### src/hdl/wmsd_pkg.sv
package wmsd_pkg;

    // largest matrix side the store is sized for
    localparam int MAX_SIZE = 64;

    localparam int DEPTH   = MAX_SIZE * MAX_SIZE;
    localparam int ADDR_W  = $clog2(DEPTH);
    localparam int IDX_W   = $clog2(MAX_SIZE);
    localparam int SIZE_W  = $clog2(MAX_SIZE + 1);

    // register fields
    localparam int CFG_SIZE_W = 7;
    localparam int CFG_HALF_W = 5;
    localparam int CFG_DATA_W = 7;
    localparam int CFG_IDX_W  = 1;

    localparam logic [CFG_IDX_W-1:0] REG_MATRIX_SIZE = 1'd0;
    localparam logic [CFG_IDX_W-1:0] REG_WINDOW_HALF = 1'd1;

    localparam logic [CFG_SIZE_W-1:0] RST_MATRIX_SIZE = 7'd64;
    localparam logic [CFG_HALF_W-1:0] RST_WINDOW_HALF = 5'd1;

    // position arithmetic must hold a position plus the half-width
    localparam int PW = ((SIZE_W > CFG_HALF_W) ? SIZE_W : CFG_HALF_W) + 1;

    // datapath widths
    localparam int VAL_W  = 16;
    localparam int SQ_W   = 32;
    localparam int CNT_W  = 13;
    localparam int SUM_W  = 44;
    localparam int DIST_W = 22;
    localparam int REM_W  = DIST_W + 3;
    localparam int SQRT_CNT_W = $clog2(DIST_W);

    // stream widths
    localparam int S_TDATA_W = 2 * VAL_W;
    localparam int M_TDATA_W = ((DIST_W + 7) / 8) * 8;

    // result status codes
    localparam logic STATUS_OK   = 1'b0;
    localparam logic STATUS_WIDE = 1'b1;

    typedef enum logic [2:0] {
        ST_LOAD,
        ST_SCAN,
        ST_FLUSH,
        ST_SQRT,
        ST_EMIT
    } state_t;

    typedef struct packed {
        logic load_item;
        logic scan_start;
        logic scan_step;
        logic sqrt_start;
        logic sqrt_step;
        logic emit_ok;
        logic emit_err;
    } cmd_t;

    typedef struct packed {
        logic complete;
        logic too_wide;
        logic scan_last;
        logic pipe_busy;
        logic sqrt_last;
        logic out_full;
    } stat_t;

endpackage

### src/hdl/wmsd_ctrl.sv
module wmsd_ctrl (
    input  logic            clk,
    input  logic            rst_n,
    input  logic            s_axis_tvalid,
    output logic            s_axis_tready,
    input  wmsd_pkg::stat_t st,
    output wmsd_pkg::cmd_t  cmd
);

    wmsd_pkg::state_t state_reg;
    wmsd_pkg::state_t state_next;
    logic             accept;

    // a completing item is held off while the previous result is unclaimed
    assign s_axis_tready = (state_reg == wmsd_pkg::ST_LOAD) &&
                           (!st.out_full || !st.complete);
    assign accept = s_axis_tvalid && s_axis_tready;

    always_ff @(posedge clk or negedge rst_n)
    begin
        if (!rst_n)
        begin
            state_reg <= wmsd_pkg::ST_LOAD;
        end
        else
        begin
            state_reg <= state_next;
        end
    end

    always_comb
    begin
        state_next = state_reg;
        case (state_reg)
            wmsd_pkg::ST_LOAD:
            begin
                if (accept && st.complete && !st.too_wide)
                begin
                    state_next = wmsd_pkg::ST_SCAN;
                end
            end
            wmsd_pkg::ST_SCAN:
            begin
                if (st.scan_last)
                begin
                    state_next = wmsd_pkg::ST_FLUSH;
                end
            end
            wmsd_pkg::ST_FLUSH:
            begin
                if (!st.pipe_busy)
                begin
                    state_next = wmsd_pkg::ST_SQRT;
                end
            end
            wmsd_pkg::ST_SQRT:
            begin
                if (st.sqrt_last)
                begin
                    state_next = wmsd_pkg::ST_EMIT;
                end
            end
            wmsd_pkg::ST_EMIT:
            begin
                state_next = wmsd_pkg::ST_LOAD;
            end
            default:
            begin
                state_next = wmsd_pkg::ST_LOAD;
            end
        endcase
    end

    always_comb
    begin
        cmd = '0;
        case (state_reg)
            wmsd_pkg::ST_LOAD:
            begin
                cmd.load_item  = accept;
                cmd.emit_err   = accept && st.complete && st.too_wide;
                cmd.scan_start = accept && st.complete && !st.too_wide;
            end
            wmsd_pkg::ST_SCAN:
            begin
                cmd.scan_step = 1'b1;
            end
            wmsd_pkg::ST_FLUSH:
            begin
                cmd.sqrt_start = !st.pipe_busy;
            end
            wmsd_pkg::ST_SQRT:
            begin
                cmd.sqrt_step = 1'b1;
            end
            wmsd_pkg::ST_EMIT:
            begin
                cmd.emit_ok = 1'b1;
            end
            default:
            begin
                cmd = '0;
            end
        endcase
    end

endmodule

### config.mk
export PLATFORM = sky130hd
export DESIGN_NAME = wmsd_ctrl
export DESIGN_NICKNAME = d
export VERILOG_FILES = /design/src/hdl/wmsd_pkg.sv /design/src/hdl/wmsd_ctrl.sv
export SDC_FILE = /design/constraint.sdc
export NUM_CORES = 1
export LEC_CHECK = 0
export BUFFER_PORTS_ARGS = -buffer_cell sky130_fd_sc_hd__buf_4
export CAP_MARGIN = 20
export CORE_AREA = 2 2 39 41
export CTS_CLUSTER_DIAMETER = 80
export DETAILED_ROUTE_END_ITERATION = 16
export DIE_AREA = 0 0 41 43
export GPL_TIMING_DRIVEN = 0
export PLACE_DENSITY_LB_ADDON = 0.3
export SYNTH_ARGS = -nofsm -noshare
export SYNTH_HDL_FRONTEND = slang
export SYNTH_SLANG_ARGS = --single-unit
### constraint.sdc
create_clock -name clk -period 2.21 [get_ports clk]
set_clock_uncertainty 0.15 [all_clocks]
set_input_delay 0.1105 -clock clk [delete_from_list [all_inputs] [get_ports clk]]
set_output_delay 0.1105 -clock clk [all_outputs]
set_load 0.01 [all_outputs]
==> results of run 1 <==
==> per-stage QoR <==
| stage | worst slack, ns | total power [mW] |
|---|---|---|
| after floorplan | 0.655 | 0.210 |
| after global placement | 0.636 | 0.292 |
| after detailed placement | 0.607 | 0.293 |
| after CTS | 0.344 | 0.399 |
| after global routing | 0.282 | 0.420 |
| final | 0.363 | 0.390 |
==> cells by family after synthesis <==
| group | share of synthesized area (%) |
|---|---|
| compound gates | 9.94 |
| mux | 4.68 |
| buf+inv | 1.75 |
| flops | 35.1 |
| simple gates | 48.5 |
==> area by class of cell <==
class                   instances  area, um2
clock buffers                   4       26.3
fillers                       160        983
inverters                       1       3.75
multi-input cells              17        135
flip-flops and latches          3       75.1
well taps                      16       20.0
repair buffers                 18        140
==> worst paths after layout <==
kind | to | depth (start not counted) | start
min | state_reg[2] | 2 | rst_n
min in group clk | state_reg[1] | 4 | st[3]
max reg2reg | state_reg[0] | 3 | state_reg[0]
max | cmd[0] | 3 | state_reg[0]
max in group asynchronous | state_reg[0] | 2 | rst_n
min reg2reg | state_reg[1] | 1 | state_reg[2]
==> synth_stat cells, drive strengths merged <==
| library cell | count | area share [%] |
|---|---|---|
| and3b | 1 | 4.7 |
| inv | 1 | 1.8 |
| a311o | 1 | 5.3 |
| mux2i | 1 | 4.7 |
| dfrtp | 3 | 35 |
| nor3 | 1 | 2.3 |
| nand2 | 2 | 3.5 |
| nor2 | 1 | 1.8 |
| nor4b | 2 | 8.2 |
| a21oi | 2 | 4.7 |
| or3 | 1 | 5.3 |
| nor3b | 1 | 3.5 |
| and2 | 2 | 5.8 |
| and3 | 1 | 3.5 |
| nor4 | 1 | 9.9 |
==> power groups by stage <==
stage,sequential (mW),clock (mW),combinational [mW]
after floorplan,0.0990,0,0.111
after global placement,0.106,0,0.187
after detailed placement,0.107,0,0.186
after CTS,0.107,0.102,0.189
after global routing,0.111,0.105,0.204
final,0.107,0.0959,0.187
==> routing by layer <==
layer / global-route usage, % / share of wire [%] / vias to the layer above
li1: - / - / 122
met1: 7.74 / 46 / 110
met2: 8.44 / 35 / 19
met3: 1.57 / 16 / 2
met4: 10.0 / 2.9 / 0
met5: 0 / 0 / -
==> parameters.txt, run 1 <==
Parameter                              Value

Clocking
  Clock input transition at the sequential cells of the worst setup and hold paths    0.04 ns
  Number of hold buffers added after CTS    2
  CTS sink cnt    3
  Clock tree from TritonCTS    done
  Root buffer selected by CTS    sky130_fd_sc_hd__clkbuf_4
  Latest clock arrival within the worst-skew pair    0.23 ns
  Level count of the clock H-tree    1
  Postcts setup bufs    0
  CTS-repair resized insts    0
  Maximum count of clock buffers along a single path    2
  TritonCTS buffer count    3

Placed design
  # placed instances    53
  Count of buffers inserted at the top-level ports    16
  Final weighted congestion of routability-driven global placement    0.610
  Post-Place Cell Area    354 um2

Power
  Internal power    0.251 mW
  Switching power    0.139 mW
  Power density normalized to cell area    973 mW/mm2
  Sw frac    35.6%
  Reg power frac    27.4%
  Gate power share    47.9%
  Total leakage power    0.190 nW
  Part of the total power dissipated in the clock network    24.6%
  Highest ir drop seen on vdd    0.344 mV

Run status
  Run status    completed

Routing
  Antenna violation net count after detailed routing    0
  Routed WL    578 um
  DR vias    253
  Final routed wire length divided by cell count    9.80 um
  First DRT Iteration DRCs    0
  Post-route DRC violation count    0
  Mean number of vias per cell    4.29
  Number of detailed-route iterations in the first pass    1

Finish
  Layout cell share with drive strength beyond 1    55.8%
  Most used cells in the layout excluding fill and tap cells    16 x sky130_fd_sc_hd__buf_4, 3 x sky130_fd_sc_hd__clkbuf_4, 3 x sky130_fd_sc_hd__dfrtp_1
  Max reg flops    3
  Most common cell after layout, fill and taps aside    sky130_fd_sc_hd__buf_4
  Post-layout net count    53
  Number of antenna repair diodes    0
  Summed area of non-filler cells in the final layout    400 um2
  Synthesis-to-layout area growth    87.1%
  Post-route insts no fill    59
  Final Core Density    28.9%

Timing
  Worst Tran Pin Value    0.421 ns
  Fraction of the cycle the final worst path needs    83.6%
  Max Slew Vio Count    0
  Minimum hold slack    0.0494 ns
  Normalized max-slew margin    71.5%
  RSZ-0062 raised after global routing    false
  Top achievable clock speed    541 MHz
  Tmin final    1.85 ns
  Setup violations, final    0
  Count of endpoints failing hold in the final timing report    0
  Fin Setup TNS    0 ns

Setup path
  Data required time of the critical path    1.95 ns
  Buffers & Inverters on Critical Path    1
  Critical Path Fanout Max    8
  Worst-path cell chain    or3_4 > nor4b_1 > buf_4
  Largest stage delay on the critical path    0.43 ns
  Register-to-register setup slack    0.74 ns
  Crit end category    output pin
  Arrival time worst endpoint    1.59 ns
  Critical path launch point type    flip-flop
  Critical path start-end classification    reg2out
  Master of the slowest instance on the critical path    sky130_fd_sc_hd__dfrtp_1
  Family of cells with the greatest summed delay on the critical path    simple AND/OR/NAND/NOR gates

Global routing
  Grt total ovfl    0
  Global-route wire length before repair    765 um
  Initial antenna violation count    0
  Pin count of the biggest net entering global routing    9
  Global-route usage over all layers    6.93%
  Vias in the first global route    209

Yosys
  Synthesis-stage register bit count    3
  Post-Synthesis Mean Instance Area    10.2 um2
  Cell area after technology mapping    214 um2
  Nets in the synthesized netlist    30
  Count of synthesis-stage warnings from yosys    0
  Sequential element share of the synthesized area    35.1%
  Post-synthesis instance total    21
  Library cells used by synthesis    15

Min path
  Worst min-delay path class    in2async

Flow run
  Maximum capacitance violations    0

Floorplan
  Vertical extent of the die    43 um
  DIE AREA    0.00176 mm2
  Starting Density    15.5%
  Die span in x    41 um
  Cell Rows    14
  I/O pin cnt    17
  Core area    0.00138 mm2
Power figures use the tool's default switching activity.
==> inputs of run 2 (changes only) <==
- clock period: 2.21 -> 1.9 ns (I/O delays scaled with it)
==> run 2 against run 1 <==
Against the previous run: hold slack worse by 0.016 ns; first-iteration DRC count up 1; sequential cell count unchanged; highest routed layer unchanged; global-route usage unchanged; clock-buffer cell count unchanged; die area unchanged; sequential power up 16%; clock power up 17%.
==> parameters.txt, run 2 (synthesized netlist as in run 1, its figures left out) <==
Parameter                              Value

Min path
  Worst min-delay path class    in2async

Floorplan
  Starting Density    15.5% (unchanged)
  Cell Rows    14 (unchanged)
  Vertical extent of the die    43 um (unchanged)
  DIE AREA    0.00176 mm2 (unchanged)
  Core area    0.00138 mm2 (unchanged)
  Die span in x    41 um (unchanged)
  I/O pin cnt    17 (unchanged)

Routing
  Post-route DRC violation count    0 (unchanged)
  Mean number of vias per cell    4.32 (+0.79%)
  Number of detailed-route iterations in the first pass    2 (+1)
  Antenna violation net count after detailed routing    0 (unchanged)
  Routed WL    583 um (+0.87%)
  DR vias    255 (+0.79%)
  Final routed wire length divided by cell count    9.88 um (+0.87%)
  First DRT Iteration DRCs    1 (+1)

Power
  Final Total Pwr    0.456 mW (+17%)
  Gate power share    48.3% (+0.4 points)
  Power density normalized to cell area    1120 mW/mm2 (+15%)
  Part of the total power dissipated in the clock network    24.4% (-0.2 points)
  Sw frac    35.8% (+0.20 points)
  Internal power    0.293 mW (+17%)
  Highest ir drop seen on vdd    0.402 mV (+17%)
  Total leakage power    0.191 nW (+0.65%)
  Switching power    0.163 mW (+18%)
  Reg power frac    27.2% (-0.2 points)

Timing
  Setup violations, final    0 (unchanged)
  Top achievable clock speed    567 MHz
  Fin Setup TNS    0 ns (unchanged)
  Minimum hold slack    0.0339 ns (-0.0155 ns)
  Fraction of the cycle the final worst path needs    92.9%
  Normalized max-slew margin    72.0% (+0.47 points)
  Worst Tran Pin Value    0.414 ns (-0.00701 ns)
  Tmin final    1.76 ns
  Count of endpoints failing hold in the final timing report    0 (unchanged)
  RSZ-0062 raised after global routing    false
  Max Slew Vio Count    0 (unchanged)

Run status
  Run status    completed

Finish
  Post-layout net count    53 (unchanged)
  Number of antenna repair diodes    0 (unchanged)
  Post-route insts no fill    59 (unchanged)
  Final Core Density    29.4% (+0.45 points)
  Most common cell after layout, fill and taps aside    sky130_fd_sc_hd__buf_4
  Max reg flops    3 (unchanged)
  Synthesis-to-layout area growth    90.1%
  Layout cell share with drive strength beyond 1    58.1% (+2.3 points)
  Most used cells in the layout excluding fill and tap cells    16 x sky130_fd_sc_hd__buf_4, 3 x sky130_fd_sc_hd__clkbuf_4, 3 x sky130_fd_sc_hd__dfrtp_1

Clocking
  TritonCTS buffer count    3 (unchanged)
  Clock input transition at the sequential cells of the worst setup and hold paths    0.04 ns (about the same)
  Postcts setup bufs    0 (unchanged)
  Latest clock arrival within the worst-skew pair    0.23 ns (about the same)
  Maximum count of clock buffers along a single path    2 (unchanged)
  CTS sink cnt    3 (unchanged)
  Clock tree from TritonCTS    done
  Root buffer selected by CTS    sky130_fd_sc_hd__clkbuf_4
  Level count of the clock H-tree    1 (unchanged)

Setup path
  Register-to-register setup slack    0.42 ns (-0.32 ns)
  Crit Reg-Reg Endpoint    state_reg[0]
  Critical Path Fanout Max    8 (unchanged)
  Data required time of the critical path    1.65 ns (-0.30 ns)
  Arrival time worst endpoint    1.52 ns (-0.07 ns)
  Critical path start-end classification    reg2out
  Reg2Reg Depth    3 (unchanged)
  Crit end category    output pin
  Startpoint of the worst register-to-register path    state_reg[0]
  Critical path launch point type    flip-flop

Global routing
  Pin count of the biggest net entering global routing    9 (unchanged)
  Global-route usage over all layers    6.93% (unchanged)
  Global-route wire length before repair    765 um (unchanged)
  Initial antenna violation count    0 (unchanged)
  Grt total ovfl    0 (unchanged)
  Vias in the first global route    209 (unchanged)

Flow run
  Maximum capacitance violations    0 (unchanged)

Placed design
  Final weighted congestion of routability-driven global placement    0.610 (unchanged)
  Count of buffers inserted at the top-level ports    16 (unchanged)
  # placed instances    53 (unchanged)
run 2: layout make-up:
class	instances	area (um2)
Inverter	1	3.75
Sequential cell	3	75.1
Tap cell	16	20.0
Clock buffer	4	26.3
Fill cell	160	977
Multi-Input combinational cell	17	141
Timing Repair Buffer	18	140
run 2: through the flow:
stage | setup slack, ns | area, um2
after global placement | 0.341 | 354
after CTS | 0.0499 | 400
after floorplan | 0.360 | 214
after global routing | 0.0620 | 407
after detailed placement | 0.313 | 354
final | 0.135 | 407
run 2: power groups by stage:
stage / combinational, mW / sequential (mW) / clock [mW]
after detailed placement: 0.216 / 0.125 / 0
after global routing: 0.242 / 0.129 / 0.122
after floorplan: 0.129 / 0.115 / 0
after global placement: 0.217 / 0.123 / 0
after CTS: 0.220 / 0.124 / 0.119
final: 0.221 / 0.124 / 0.112
run 2: worst max-delay path by stage:
stage / from / end / slack [ns]
2_1_floorplan: state_reg[0] / cmd[0] / 0.36
4_1_cts: state_reg[0] / cmd[0] / 0.05
6_report: state_reg[0] / cmd[5] / 0.14
3_5_place_dp: state_reg[0] / cmd[0] / 0.31
5_1_grt: state_reg[0] / cmd[0] / 0.06
3_3_place_gp: state_reg[0] / cmd[0] / 0.34
run 2: repair_timing:
item	CTS	global route
hold buffers	2	0
hold endpoints to repair	4	0
gates resized for setup	0	1
endpoints found under the setup margin	0	1
run 2: metal layers:
metal / vias up / global-route usage, % / share of wire [%]
met2: 19 / 8.44 / 37
met5: - / 0 / 0
met1: 110 / 7.74 / 45
met3: 2 / 1.57 / 15
li1: 124 / - / -
met4: 0 / 10.0 / 2.9
run 2: critical path: stages, from the launching register on:
cell and delay (ns):
sky130_fd_sc_hd__dfrtp_1 0.43, sky130_fd_sc_hd__or3_4 0.42, sky130_fd_sc_hd__nor4_4 0.26, sky130_fd_sc_hd__buf_4 0.17
==> inputs of run 3 (changes only) <==
- clock period: 1.9 -> 1.42 ns (I/O delays scaled with it)
==> run 3 against run 2 <==
Against the previous run: die area stayed put; clock power is 32% higher; power is 53% higher; global-route usage is 0.32 points higher; sequential power is 11% higher; critical path type unchanged; largest cell class is now buffers; first-iteration DRC count is 100% higher; non-clock buffer count is 3 higher; critical endpoint is now cmd[0]; the run now ends with negative setup slack left; clock-buffer cell count stayed put; cell count is 5.1% higher.
==> parameters.txt, run 3 (synthesized netlist as in run 1, its figures left out) <==
Parameter                              Value

Floorplan
  Starting Density    15.5% (unchanged)
  Vertical extent of the die    43 um (unchanged)
  I/O pin cnt    17 (unchanged)
  Die span in x    41 um (unchanged)
  DIE AREA    0.00176 mm2 (unchanged)
  Cell Rows    14 (unchanged)
  Core area    0.00138 mm2 (unchanged)

Finish
  Most common cell after layout, fill and taps aside    sky130_fd_sc_hd__buf_4
  Layout fillers    159 (-0.63%)
  Synthesis-to-layout area growth    112%
  Max reg flops    3 (unchanged)
  Layout cell share with drive strength beyond 1    71.7% (+14 points)
  Most used cells in the layout excluding fill and tap cells    18 x sky130_fd_sc_hd__buf_4, 3 x sky130_fd_sc_hd__clkbuf_4
  Post-route insts no fill    62 (+5.1%)
  Post-layout net count    56 (+5.7%)
  Summed area of non-filler cells in the final layout    454 um2 (+12%)
  Number of antenna repair diodes    0 (unchanged)

Routing
  Antenna violation net count after detailed routing    0 (unchanged)
  Post-route DRC violation count    0 (unchanged)
  Number of detailed-route iterations in the first pass    3 (+1)
  Final routed wire length divided by cell count    9.56 um (-3.2%)
  Mean number of vias per cell    4.10 (-5.2%)
  DR vias    254 (-0.39%)
  Routed WL    593 um (+1.7%)
  First DRT Iteration DRCs    2 (+1)

Timing
  Count of endpoints failing hold in the final timing report    0 (unchanged)
  Fraction of the cycle the final worst path needs    118%
  Setup violations, final    5 (+5)
  RSZ-0062 raised after global routing    true
  Tmin final    1.67 ns
  Max Slew Vio Count    0 (unchanged)
  Normalized max-slew margin    84.0% (+12 points)
  Setup WS post-layout    -0.249 ns (-0.384 ns)
  Worst Tran Pin Value    0.238 ns (-0.176 ns)
  Top achievable clock speed    599 MHz

Global routing
  Global-route usage over all layers    7.25% (+0.32 points)
  Vias in the first global route    236 (+13%)
  Initial antenna violation count    0 (unchanged)
  Global-route wire length before repair    834 um (+9.0%)
  Pin count of the biggest net entering global routing    8 (-1)
  Grt total ovfl    0 (unchanged)

Setup path
  Worst-path cell chain    or3_4 > nor4b_2 > buf_4
  Data required time of the critical path    1.20 ns (-0.45 ns)
  Critical Path Fanout Max    3 (-5)
  Startpoint of the worst register-to-register path    state_reg[2]
  Register-to-register setup slack    0.02 ns (-0.40 ns)
  Crit Reg-Reg Endpoint    state_reg[0]
  Reg2Reg Depth    3 (unchanged)
  Arrival time worst endpoint    1.45 ns (-0.07 ns)
  Crit end category    output pin
  Master of the slowest instance on the critical path    sky130_fd_sc_hd__or3_4
  Critical path launch point type    flip-flop
  Largest stage delay on the critical path    0.42 ns (about the same)
  Critical path start-end classification    reg2out

Clocking
  Maximum count of clock buffers along a single path    2 (unchanged)
  Clock tree from TritonCTS    done
  Latest clock arrival within the worst-skew pair    0.23 ns (about the same)
  CTS sink cnt    3 (unchanged)
  Clock input transition at the sequential cells of the worst setup and hold paths    0.04 ns (about the same)
  TritonCTS buffer count    3 (unchanged)
  Root buffer selected by CTS    sky130_fd_sc_hd__clkbuf_4
  Level count of the clock H-tree    1 (unchanged)

Flow run
  Maximum capacitance violations    0 (unchanged)

Power
  Sw frac    34.8% (-1.0 points)
  Power density normalized to cell area    1530 mW/mm2 (+37%)
  Reg power frac    19.9% (-7.3 points)
  Final Total Pwr    0.697 mW (+53%)
  Internal power    0.455 mW (+55%)
  Gate power share    58.9% (+11 points)
  Highest ir drop seen on vdd    0.593 mV (+47%)
  Part of the total power dissipated in the clock network    21.2% (-3.2 points)
  Total leakage power    0.210 nW (+10%)
  Switching power    0.242 mW (+48%)

Run status
  Run status    finished with violations
  Violated checks    negative setup slack

Placed design
  Final weighted congestion of routability-driven global placement    0.682 (+12%)
  # placed instances    53 (unchanged)
  Count of buffers inserted at the top-level ports    16 (unchanged)
  Post-Place Cell Area    364 um2 (+2.8%)
  DPL Wire Length    435 um

Min path
  Worst min-delay path class    in2async
run 3: worst max-delay path by stage:
stage / from / to / slack, ns
after floorplan: state_reg[0] / state_reg[0] / -0.05
after CTS: state_reg[2] / cmd[0] / -0.27
after global routing: state_reg[2] / cmd[5] / -0.30
after detailed placement: state_reg[0] / cmd[0] / -0.07
after global placement: state_reg[0] / cmd[5] / -0.07
final: state_reg[2] / cmd[0] / -0.25
run 3: cell type report:
cell class	instances	area, um2	area share (%)
Inverter	1	3.75	0.826
Clock buffer	4	26.3	5.79
Timing Repair Buffer	21	166	36.6
Tap cell	16	20.0	4.41
Multi-Input combinational cell	17	160	35.3
Sequential cell	3	77.6	17.1
run 3: metal layers:
| layer | vias up | routed length (um) | track usage, % |
|---|---|---|---|
| li1 | 131 | - | - |
| met1 | 111 | 266 | 9.09 |
| met2 | 12 | 249 | 9.06 |
| met3 | 0 | 76 | 3.14 |
| met4 | 0 | 0 | 6.00 |
| met5 | - | 0 | 0 |
run 3: power groups by stage:
stage / logic, mW / clock network [mW] / registers [mW]
floorplan: 0.184 / 0 / 0.154
global placement: 0.303 / 0 / 0.167
detailed placement: 0.300 / 0 / 0.166
CTS: 0.408 / 0.157 / 0.136
global route: 0.449 / 0.164 / 0.141
finish: 0.410 / 0.148 / 0.138
run 3: critical path, delay by kind of cell, from the launching register on:
family / cells / cell delay [ns]
buffers and inverters: 1 / 0.16
AND/OR/NAND/NOR: 2 / 0.68
flip-flops: 1 / 0.38
run 3: through the flow:
stage / setup slack, ns / hold slack, ns / setup TNS, ns / utilization (%)
final: -0.249 / 0.0182 / -0.817 / 32.8
after detailed placement: -0.0716 / -0.288 / -0.185 / 26.3
after global placement: -0.0688 / -0.289 / -0.216 / 26.3
after global routing: -0.302 / 0.00756 / -1.11 / 32.8
after CTS: -0.266 / 0.00131 / -0.873 / 32.5
after floorplan: -0.0508 / -0.375 / -0.0508 / -
run 3: repair_timing:
item                                    CTS  global route
setup buffers                             3             0
pin swaps                                 2             1
endpoints found under the hold margin     4             0
endpoints found under the setup margin    6             7
hold buffers                              2             0
gates resized for setup                   4             2
